**src/design/gidm_pkg.sv**
```systemverilog
// gidm_pkg: shared types and constants for the group id match table
// holds entry layout, operation and outcome codes and sequencer states
// no dependencies
`default_nettype none

package gidm_pkg;

	localparam int unsigned ID_W     = 32;
	localparam int unsigned STATUS_W = 40;
	localparam int unsigned RES_W    = 6;

	typedef struct packed {
		logic [ID_W-1:0]     id;
		logic [STATUS_W-1:0] status;
	} entry_t;

	typedef enum logic [1:0] {
		FUNC_ADD    = 2'd0,
		FUNC_DEL    = 2'd1,
		FUNC_CLR    = 2'd2,
		FUNC_LOOKUP = 2'd3
	} func_t;

	typedef enum logic [1:0] {
		OUT_DONE = 2'd0,
		OUT_DUP  = 2'd1,
		OUT_MISS = 2'd2,
		OUT_FULL = 2'd3
	} outcome_t;

	typedef enum logic [1:0] {
		ST_IDLE   = 2'd0,
		ST_SEARCH = 2'd1,
		ST_FINISH = 2'd2,
		ST_SHIFT  = 2'd3
	} state_t;

endpackage

`default_nettype wire

```
**src/design/gidm_store.sv**
```systemverilog
// gidm_store: entry memory, one write port and one registered read port
// depends on gidm_pkg for the entry layout
`default_nettype none

module gidm_store #(
	parameter int unsigned DEPTH = 32,
	parameter int unsigned AW    = 5
) (
	input  wire logic            clk,
	input  wire logic            we,
	input  wire logic [AW-1:0]   waddr,
	input  wire gidm_pkg::entry_t wdata,
	input  wire logic [AW-1:0]   raddr,
	output gidm_pkg::entry_t     rdata
);

	gidm_pkg::entry_t mem_q [DEPTH];
	gidm_pkg::entry_t rdata_q;

	always_ff @(posedge clk) begin
		if (we) begin
			mem_q[waddr] <= wdata;
		end
	end

	always_ff @(posedge clk) begin
		rdata_q <= mem_q[raddr];
	end

	assign rdata = rdata_q;

endmodule

`default_nettype wire

```
**src/design/gidm_ctrl.sv**
```systemverilog
// gidm_ctrl: sequencer with the shared id comparator, entry count and result registers
// drives gidm_store one entry per cycle for search and delete shift
// depends on gidm_pkg
`default_nettype none

module gidm_ctrl #(
	parameter int unsigned DEPTH = 32,
	parameter int unsigned AW    = 5
) (
	input  wire logic                            clk,
	input  wire logic                            arst_n,
	input  wire logic                            start,
	output logic                                 busy,
	input  wire logic [1:0]                      func,
	input  wire logic [gidm_pkg::ID_W-1:0]       group_id,
	input  wire logic [gidm_pkg::STATUS_W-1:0]   status_in,
	output logic                                 done,
	output logic                                 found,
	output logic [gidm_pkg::RES_W-1:0]           position,
	output logic [gidm_pkg::STATUS_W-1:0]        status_out,
	output logic [gidm_pkg::RES_W-1:0]           entry_total,
	output logic [1:0]                           outcome,
	output logic                                 mem_we,
	output logic [AW-1:0]                        mem_waddr,
	output gidm_pkg::entry_t                     mem_wdata,
	output logic [AW-1:0]                        mem_raddr,
	input  wire gidm_pkg::entry_t                mem_rdata
);

	localparam int unsigned CW = $clog2(DEPTH + 1);
	localparam int unsigned PW = (CW > gidm_pkg::RES_W) ? CW : gidm_pkg::RES_W;

	gidm_pkg::state_t                  state_q, state_d;
	gidm_pkg::func_t                   func_q;
	logic [gidm_pkg::ID_W-1:0]         id_q;
	logic [gidm_pkg::STATUS_W-1:0]     status_in_q;
	logic [AW-1:0]                     idx_q, idx_d;
	logic                              hit_q, hit_d;
	logic [gidm_pkg::RES_W-1:0]        pos_q, pos_d;
	logic [gidm_pkg::STATUS_W-1:0]     match_st_q, match_st_d;
	logic [CW-1:0]                     count_q, count_d;
	logic                              load_req;
	logic                              emit;
	gidm_pkg::outcome_t                res_outcome;
	logic [gidm_pkg::STATUS_W-1:0]     res_status;
	logic [CW-1:0]                     idx_plus1, idx_plus2;
	logic [PW-1:0]                     pos_w, total_w;
	logic                              done_q;
	logic                              found_q;
	logic [gidm_pkg::RES_W-1:0]        position_q, entry_total_q;
	logic [gidm_pkg::STATUS_W-1:0]     status_out_q;
	gidm_pkg::outcome_t                outcome_q;

	assign idx_plus1 = CW'(idx_q) + CW'(1);
	assign idx_plus2 = CW'(idx_q) + CW'(2);
	assign pos_w     = PW'(idx_q) + PW'(1);
	assign total_w   = PW'(count_d);

	always_comb begin
		state_d     = state_q;
		idx_d       = idx_q;
		hit_d       = hit_q;
		pos_d       = pos_q;
		match_st_d  = match_st_q;
		count_d     = count_q;
		load_req    = 1'b0;
		emit        = 1'b0;
		res_outcome = gidm_pkg::OUT_DONE;
		res_status  = '0;
		mem_we      = 1'b0;
		mem_waddr   = idx_q;
		mem_wdata   = mem_rdata;
		mem_raddr   = '0;
		case (state_q)
			gidm_pkg::ST_IDLE: begin
				if (start) begin
					load_req = 1'b1;
					idx_d    = '0;
					hit_d    = 1'b0;
					pos_d    = '0;
					state_d  = (count_q == '0) ? gidm_pkg::ST_FINISH : gidm_pkg::ST_SEARCH;
				end
			end
			gidm_pkg::ST_SEARCH: begin
				if (mem_rdata.id == id_q) begin
					hit_d      = 1'b1;
					pos_d      = pos_w[gidm_pkg::RES_W-1:0];
					match_st_d = mem_rdata.status;
					state_d    = gidm_pkg::ST_FINISH;
				end else if (idx_plus1 < count_q) begin
					idx_d     = idx_plus1[AW-1:0];
					mem_raddr = idx_plus1[AW-1:0];
				end else begin
					state_d = gidm_pkg::ST_FINISH;
				end
			end
			gidm_pkg::ST_FINISH: begin
				case (func_q)
					gidm_pkg::FUNC_ADD: begin
						emit = 1'b1;
						if (hit_q) begin
							res_outcome = gidm_pkg::OUT_DUP;
						end else if (count_q >= CW'(DEPTH)) begin
							res_outcome = gidm_pkg::OUT_FULL;
						end else begin
							mem_we    = 1'b1;
							mem_waddr = count_q[AW-1:0];
							mem_wdata = '{id: id_q, status: status_in_q};
							count_d   = count_q + CW'(1);
						end
					end
					gidm_pkg::FUNC_DEL: begin
						if (!hit_q) begin
							emit        = 1'b1;
							res_outcome = gidm_pkg::OUT_MISS;
						end else if (idx_plus1 < count_q) begin
							mem_raddr = idx_plus1[AW-1:0];
							state_d   = gidm_pkg::ST_SHIFT;
						end else begin
							emit    = 1'b1;
							count_d = count_q - CW'(1);
						end
					end
					gidm_pkg::FUNC_CLR: begin
						emit    = 1'b1;
						count_d = '0;
					end
					default: begin
						emit = 1'b1;
						if (hit_q) begin
							res_status = match_st_q;
						end else begin
							res_outcome = gidm_pkg::OUT_MISS;
						end
					end
				endcase
			end
			gidm_pkg::ST_SHIFT: begin
				mem_we    = 1'b1;
				mem_waddr = idx_q;
				mem_wdata = mem_rdata;
				if (idx_plus2 < count_q) begin
					idx_d     = idx_plus1[AW-1:0];
					mem_raddr = idx_plus2[AW-1:0];
				end else begin
					emit    = 1'b1;
					count_d = count_q - CW'(1);
				end
			end
			default: begin
				state_d = gidm_pkg::ST_IDLE;
			end
		endcase
		if (emit) begin
			state_d = gidm_pkg::ST_IDLE;
		end
	end

	always_ff @(posedge clk or negedge arst_n) begin
		if (!arst_n) begin
			state_q <= gidm_pkg::ST_IDLE;
			count_q <= '0;
			done_q  <= 1'b0;
		end else begin
			state_q <= state_d;
			count_q <= count_d;
			done_q  <= emit;
		end
	end

	always_ff @(posedge clk) begin
		idx_q      <= idx_d;
		hit_q      <= hit_d;
		pos_q      <= pos_d;
		match_st_q <= match_st_d;
		if (load_req) begin
			func_q      <= gidm_pkg::func_t'(func);
			id_q        <= group_id;
			status_in_q <= status_in;
		end
		if (emit) begin
			found_q       <= hit_q;
			position_q    <= pos_q;
			status_out_q  <= res_status;
			entry_total_q <= total_w[gidm_pkg::RES_W-1:0];
			outcome_q     <= res_outcome;
		end
	end

	assign busy        = (state_q != gidm_pkg::ST_IDLE);
	assign done        = done_q;
	assign found       = found_q;
	assign position    = position_q;
	assign status_out  = status_out_q;
	assign entry_total = entry_total_q;
	assign outcome     = outcome_q;

	// a finished request always reports as the sequencer goes idle
	a_done_on_idle: assert property (@(posedge clk) disable iff (!arst_n)
		$fell(busy) |-> done)
		else $error("busy dropped without a result");

	// no two results back to back
	a_done_single: assert property (@(posedge clk) disable iff (!arst_n)
		done |=> !done)
		else $error("result strobe held for two cycles");

	a_count_bound: assert property (@(posedge clk) disable iff (!arst_n)
		count_q <= CW'(DEPTH))
		else $error("entry count above depth");

	a_full_means_full: assert property (@(posedge clk) disable iff (!arst_n)
		done && (outcome_q == gidm_pkg::OUT_FULL) |-> count_q == CW'(DEPTH))
		else $error("full reported on a table with room");

	a_start_busy: assert property (@(posedge clk) disable iff (!arst_n)
		start && !busy |=> busy)
		else $error("request accepted but sequencer idle");

endmodule

`default_nettype wire

```
**src/design/group_id_match_table.sv**
```systemverilog
// group_id_match_table: top level, sequencer plus entry memory
// depends on gidm_pkg, gidm_store and gidm_ctrl
//
// A request (func, group_id, status_in) is taken when start is high and busy is low.
// The table is searched one entry per cycle through a single id comparator, lowest
// position first; a delete then moves each later entry down one place, again one entry
// per cycle through the store's write and read ports. Search and shift together touch
// each entry at most once, followed by a decide step and a report step; an empty table
// goes straight to the decide step. The result is shown for exactly one cycle with done
// high and cannot be held off, so it must be captured then. busy is low in the done cycle
// and a new request may start there.
`default_nettype none

module group_id_match_table #(
	parameter int unsigned DEPTH = 32
) (
	input  wire logic                            clk,
	input  wire logic                            arst_n,
	input  wire logic                            start,
	output logic                                 busy,
	input  wire logic [1:0]                      func,
	input  wire logic [gidm_pkg::ID_W-1:0]       group_id,
	input  wire logic [gidm_pkg::STATUS_W-1:0]   status_in,
	output logic                                 done,
	output logic                                 found,
	output logic [gidm_pkg::RES_W-1:0]           position,
	output logic [gidm_pkg::STATUS_W-1:0]        status_out,
	output logic [gidm_pkg::RES_W-1:0]           entry_total,
	output logic [1:0]                           outcome
);

	localparam int unsigned AW = (DEPTH > 1) ? $clog2(DEPTH) : 1;

	logic              mem_we;
	logic [AW-1:0]     mem_waddr;
	logic [AW-1:0]     mem_raddr;
	gidm_pkg::entry_t  mem_wdata;
	gidm_pkg::entry_t  mem_rdata;

	gidm_ctrl #(
		.DEPTH (DEPTH),
		.AW    (AW)
	) u_ctrl (
		.clk         (clk),
		.arst_n      (arst_n),
		.start       (start),
		.busy        (busy),
		.func        (func),
		.group_id    (group_id),
		.status_in   (status_in),
		.done        (done),
		.found       (found),
		.position    (position),
		.status_out  (status_out),
		.entry_total (entry_total),
		.outcome     (outcome),
		.mem_we      (mem_we),
		.mem_waddr   (mem_waddr),
		.mem_wdata   (mem_wdata),
		.mem_raddr   (mem_raddr),
		.mem_rdata   (mem_rdata)
	);

	gidm_store #(
		.DEPTH (DEPTH),
		.AW    (AW)
	) u_store (
		.clk   (clk),
		.we    (mem_we),
		.waddr (mem_waddr),
		.wdata (mem_wdata),
		.raddr (mem_raddr),
		.rdata (mem_rdata)
	);

endmodule

`default_nettype wire

```
**config.mk**
```make
export PLATFORM = sky130hd
export DESIGN_NAME = group_id_match_table
export DESIGN_NICKNAME = d
export VERILOG_FILES = /design/src/design/gidm_pkg.sv /design/src/design/gidm_store.sv /design/src/design/gidm_ctrl.sv /design/src/design/group_id_match_table.sv
export SDC_FILE = /design/constraint.sdc
export NUM_CORES = 2
export LEC_CHECK = 0
export ABC_AREA = 1
export BUFFER_PORTS_ARGS = -buffer_cell sky130_fd_sc_hd__buf_2
export CAP_MARGIN = 20
export CELL_PAD_IN_SITES_DETAIL_PLACEMENT = 1
export CELL_PAD_IN_SITES_GLOBAL_PLACEMENT = 1
export CORE_ASPECT_RATIO = 1.25
export CORE_MARGIN = 2
export CORE_UTILIZATION = 25
export DETAILED_ROUTE_END_ITERATION = 8
export PLACE_DENSITY_LB_ADDON = 0.1
export SYNTH_ARGS = -nofsm -noshare
export SYNTH_HDL_FRONTEND = slang
export SYNTH_HIERARCHICAL = 1
export SYNTH_SLANG_ARGS = --single-unit
```
**constraint.sdc**
```tcl
create_clock -name clk -period 9.2 [get_ports clk]
set_input_delay 0.92 -clock clk [delete_from_list [all_inputs] [get_ports clk]]
set_output_delay 0.92 -clock clk [all_outputs]
set_load 0.1 [all_outputs]
```
# Yosys cells after proc, flatten, opt, wreduce, memory -nomap -nowiden
# Memories as Yosys holds them, arrays and structs flattened. A register that Yosys moved wholly into a read port is not among the register bits.
# Cells that the tools add are included.
# Widths: inputs -> output; s select.
[totals]
reg_bits = 190
mem_bits_rw = 2304
memories = 1
out_inout_bits = 57
[memory_table]
columns = ["memory", "depth", "word_bits", "read_ports", "rd_clocked_by_memory_dff", "write_ports", "line", "rtl"]
rows = [
  ["u_store.mem_q", 32, 72, 1, 1, 1, "gidm_store.sv:17", "gidm_pkg::entry_t mem_q [DEPTH];"],
]
[classes]
n_reduce_logical = 12
add_sub_neg = 4
eq_ne = 16
n_bitwise = 2
muxes = 58
magnitude_cmp = 3
[ops]
columns = ["op", "count"]
rows = [
  ["$mux 72", 4],
  ["$mux 5", 13],
  ["$mux 6", 7],
  ["$eq 32x32->1", 1],
  ["$pmux 5 s3", 2],
  ["$pmux 6 s2", 2],
  ["$mux 2", 11],
  ["$pmux 6 s3", 1],
  ["$mux 1", 13],
  ["$lt 6x6->1", 2],
  ["$ne 3x1->1 const B", 3],
  ["$add 5x1->6 const B", 1],
  ["$add 5x2->6 const B", 1],
  ["$add 6x1->6 const B", 1],
  ["$eq 2x2->1 const B", 3],
  ["$ge 6x6->1 const B", 1],
  ["$logic_not 6->1", 1],
  ["$ne 2x1->1 const B", 3],
  ["$pmux 1 s2", 3],
  ["$pmux 2 s3", 1],
  ["$reduce_and 6->1", 1],
  ["$sub 6x1->6 const B", 1],
  ["$reduce_and 5->1", 1],
  ["$reduce_or 5->1", 1],
  ["12 further kinds", 17],
]

# Longest topological paths before layout
[logic_depth]
word_depth = 8
depth_mapped = 24
mapped_depth_nobuf = 21

# By module
# The synthesis kept the hierarchy.
[modules_own_cells]
columns = ["mod", "area_each_um2", "instances", "seq_area_each_um2", "cells_each"]
rows = [
  ["gidm_store", 93272.0, 1, 70627.7, 7592],
  ["gidm_ctrl", 9078.7, 1, 5660.4, 727],
]

# Least setup slack after synthesis
# No wires, ideal clock.
[synth_path]
path_type = "reg2reg"
startpoint = "register u_ctrl.func_q[0]"
endpoint = "memory u_store/mem_q[29][0] in the netlist's numbering, enable pin"
path_buffers = 3
required_ps = 8697
path_stages_with_launch = 10
setup_slack_ps = 3890
period_less_slack_ps = 5310
arrival_ps = 4807
path_cell_list = "edfxtp_1 inv_1 ha_1 buf_2 nand3_2 buf_6 buf_2 o21ai_0 nand3_1 nor2_1"
[synth_between]
word_cells_on_any_way = 7
[synth_lines]
columns = ["item", "line", "rtl"]
rows = [
  ["start: declaration", "gidm_ctrl.sv:34", "gidm_pkg::func_t func_q;"],
  ["start signal: assignment", "gidm_ctrl.sv:177", "func_q <= gidm_pkg::func_t'(func);"],
  ["$logic_not 2->1", "gidm_ctrl.sv:98", "case (func_q)"],
  ["$mux 5", "gidm_ctrl.sv:98", ""],
  ["$mux 5", "gidm_ctrl.sv:74", "case (state_q)"],
  ["net mem_waddr[4]", "group_id_match_table.sv:35", "logic [AW-1:0] mem_waddr;"],
  ["end: declaration", "gidm_store.sv:17", ""],
]
# The timed path passes the listed nets, and every way through them passes these cells.

# Worst setup path after layout
[layout_path]
startpoint = "register u_ctrl.idx_q[0]"
endpoint = "register, netlist name u_store/rdata[59]"
[layout_between]
elab_chain_len = 6
word_cells_on_any_way = 10
[layout_rtl]
columns = ["item", "line", "rtl"]
rows = [
  ["start: declaration", "gidm_ctrl.sv:37", "logic [AW-1:0] idx_q, idx_d;"],
  ["start signal: assignment", "gidm_ctrl.sv:172", "idx_q <= idx_d;"],
  ["$add 5x1->6 (*)", "gidm_ctrl.sv:54", "assign idx_plus1 = CW'(idx_q) + CW'(1);"],
  ["net u_ctrl.idx_plus1[4]", "gidm_ctrl.sv:46", "logic [CW-1:0] idx_plus1, idx_plus2;"],
  ["$lt 6x6->1 (*)", "gidm_ctrl.sv:90, gidm_ctrl.sv:116", ""],
  ["$mux 5 (*)", "gidm_ctrl.sv:90, gidm_ctrl.sv:116", ""],
  ["$mux 5", "gidm_ctrl.sv:113", "if (!hit_q) begin"],
  ["$mux 5", "gidm_ctrl.sv:98", ""],
  ["$pmux 5 s3 (*)", "gidm_ctrl.sv:74", ""],
  ["net mem_raddr[0]", "group_id_match_table.sv:36", "logic [AW-1:0] mem_raddr;"],
]
# Mark *: on every way through the listed nets, which the timed path passes. The rest lies on a longest branch.
# A chain may end at the register's enable or synchronous reset.

==> key figures <==
Run status
  • Outcome: complete, no violations

Route
  • Vias per inst: 4.71
  • Initial DRC count: 4,321
  • Final ANT Viol Nets: 0
  • Total number of vias: 66.2k
  • Drt drc: 0
  • WL final: 386,000 um
  • DR pass1 iterations: 5
  • WL/cell: 27.5 um

Global route
  • Pin count of the biggest net entering global routing: 177
  • Vias in the first global route: 68.9k
  • GR peak layer: met2
  • Met3 GRT Util: 2.06%
  • GR Overflow Total: 0
  • Met2 Usage GRT: 31.9%
  • Met1 usage: 24.0%
  • GRT Total Usage: 18.3%
  • First-pass GRT wire length: 541,000 um
  • Antenna violations before repair: 17

Pwr
  • Peak supply drop: 260 uV
  • Reg power frac: 39.6%
  • Leak: 41.5 nW
  • P_int: 24.8 mW
  • Comb power frac: 30.3%
  • Psw: 14.5 mW
  • Clock power share: 30.2%
  • Sw frac: 36.9%
  • Pwr Density: 331 nW/um2

Logic synthesis
  • Synth unique cells: 44
  • Syn Inst Count: 8,319
  • Post-synth top flop: edfxtp_1
  • FFs w/ async S/R, synth: 0.351%
  • Number of flops mapped to enable cells by yosys: 2,485
  • Post-Syn Area: 102,000 um2
  • Synth Register Bits: 2,566
  • YS warnings: 6
  • Syn nets: 8,419
  • Seq/Total Area, Yosys: 74.5%
  • Synthesized area per cell: 12.3 um2

Worst hold path
  • Min-delay src: status_in[25]
  • Worst Hold Depth: 1
  • Hold WC Path Type: input pin to register
  • Hold Path End: u_ctrl/status_in_q[25]$_DFFE_PP_

Clocking
  • CTS tree: yes
  • Sink Count: 2,566
  • Worst-path clk slew: 0.06 ns
  • Inserted Clock Buffers: 300
  • Post-CTS resize count: 0
  • Post-CTS Hold Fix Bufs: 1
  • Root buf cell: clkbuf_16
  • Post-CTS Setup Bufs: 0
  • Clock tree buffer depth: 4
  • Clock Latency Late Sink: 0.93 ns
  • CTS H-tree lvls: 5

Finish
  • Area grow syn2layout: 16.3%
  • Commonest non-fill, non-tap cell in the layout: nand2_1
  • Nets: 8,487
  • Layout cell share with drive strength beyond 1: 9.56%
  • Final instance count without filler cells: 14.1k
  • Most frequent cells in the layout: nand2_1, edfxtp_1, nand3_1

Worst setup path
  • Reg2reg start: u_ctrl/idx_q[0]$_SDFFCE_PN0P_
  • Critical Path Fanout Max: 130
  • FF-to-FF path depth: 23
  • Crit path launch: u_ctrl/idx_q[0]$_SDFFCE_PN0P_
  • Arrival time worst endpoint: 6.56 ns
  • Data required time at the worst endpoint: 10.05 ns
  • Worst setup EP type: register
  • RR Endpoint: u_store/rdata[59]$_DFF_P_
  • Setup CP Type: register to register
  • Startpoint types: register
  • Flop2flop setup slack: 3.50 ns

Placement
  • Final GP Congestion: 0.723
  • Hpwl dp: 176,000 um
  • Placed cell count: 13.5k
  • IO buf count: 133

Floorplan
  • Io pins: 134
  • # rows: 262
  • Core area: 407,000 um2
  • Die width: 576 um
  • Die Ht: 719 um
  • Die ar.: 415,000 um2
  • Starting Density: 25.1%

Job
  • Max-cap violation count: 0

STA
  • Slew @ Worst Pin: 1.25 ns
  • Final Hold Vio Count: 0
  • Max Fclk: 0.175 GHz
  • RSZ-0062 raised after global routing: false
  • Setup Skew: 0.0438 ns
  • Minimum clock period: 5.70 ns
  • Slew Limit Fails: 0
  • Setup TNS Final: 0 ns
  • Setup Viol. Count Final: 0
  • Worst slew margin: 16.5%
  • Ratio of final minimum period to clock period: 62.0%
[worst max-delay path, cell delays in order, from the launching register on]
cell and delay, ns:
edfxtp_1 0.51, ha_1 0.27, nand3_1 0.10, xor2_1 0.33, inv_1 0.10, ha_1 0.29
nand2_1 0.09, a21oi_1 0.06, nor2_1 0.21, nand2_4 0.13, clkinv_4 0.08, nand3_1 0.18
a31oi_4 0.55, buf_12 0.47, buf_4 0.61, buf_4 0.61, nand2_1 0.10, nand3_1 0.12
nand3_1 0.09, nand2_1 0.11, nand2_1 0.05, nand2_1 0.09, nand2_1 0.05, nand2_1 0.08
[power groups by stage]
stage               sequential [mW]  clock (mW)  combinational, mW
floorplan                      16.4           0               7.22
global placement               15.8           0               12.1
detailed placement             15.8           0               12.2
CTS                            15.6        12.3               12.3
global route                   15.6        12.7               13.3
finish                         15.6        11.9               11.9
[synthesized netlist by cell type (all sizes together) (8+ instances only)]
cell type	n	area share, %
dfxtp	72	1.4
clkbuf	65	0.24
nor2	115	0.43
nand2	2762	10
a21oi	20	0.11
o21ai	28	0.14
edfxtp	2485	73
ha	23	0.28
xnor2	24	0.21
nand3	2057	10
inv	101	0.38
mux2	63	0.92
buf	450	2.3
dfrtp	9	0.22
nand4	8	0.049
[layer usage]
| metal | up-vias | share of wire, % |
|---|---|---|
| li1 | 29600 | - |
| met1 | 35100 | 45 |
| met2 | 1082 | 50 |
| met3 | 431 | 3.1 |
| met4 | 2 | 2.3 |
| met5 | - | 0.0034 |
[stage by stage]
stage / hold slack, ns / setup WS, ns / utilization [%] / cell area, um2 / power [mW]
2_1_floorplan: 0.400 / 3.89 / - / 102000 / 23.6
3_3_place_gp: 0.410 / 3.48 / 26.8 / 109000 / 27.9
3_5_place_dp: 0.411 / 3.47 / 26.8 / 109000 / 28.1
4_1_cts: 0.0525 / 3.45 / 29.2 / 119000 / 40.1
5_1_grt: 0.108 / 3.08 / 29.2 / 119000 / 41.6
6_report: 0.153 / 3.50 / 29.2 / 119000 / 39.4
[registers in the layout, summed over array words and instances, names as in the netlist, 2 cells and up]
| name | cells |
|---|---|
| u_ctrl/count_q | 6 |
| u_ctrl/entry_total | 6 |
| u_ctrl/func_q | 2 |
| u_ctrl/id_q | 32 |
| u_ctrl/idx_q | 5 |
| u_ctrl/match_st_q | 40 |
| u_ctrl/outcome | 2 |
| u_ctrl/pos_q | 6 |
| u_ctrl/position | 6 |
| u_ctrl/state_q | 2 |
| u_ctrl/status_in_q | 40 |
| u_ctrl/status_out | 40 |
| u_store/mem_q | 2304 |
| u_store/rdata | 72 |
[how the worst max path moves through the flow]
stage                                           to  depth (start not counted)
detailed placement       u_store/rdata[59]$_DFF_P_                         23
global placement         u_store/rdata[60]$_DFF_P_                         19
global route             u_store/rdata[59]$_DFF_P_                         23
finish                   u_store/rdata[59]$_DFF_P_                         23
CTS                      u_store/rdata[59]$_DFF_P_                         23
floorplan           u_store/mem_q[29][0]$_DFFE_PP_                          9
[cell families after synthesis]
logic type	after synthesis	synth area share [%]
DFF	2566	74.5
buffers and inverters	619	2.89
xor gates and xnor gates	31	0.265
AOI/OAI and AO/OA	68	0.390
adders and majority gates	23	0.281
and+or+nand+nor	4949	20.7
muxes	63	0.917
[cell type report]
type | count | area, um2
Antenna cell | 6 | 15.0
Multi-Input combinational cell | 5134 | 23500
Clock inverter | 110 | 971
Inverter | 104 | 455
Timing Repair Buffer | 281 | 2460
Tap cell | 5412 | 6770
Clock buffer | 442 | 8600
Sequential cell | 2566 | 76300
Fill cell | 43800 | 288000
Note: power is estimated with default switching activity, not from simulation.
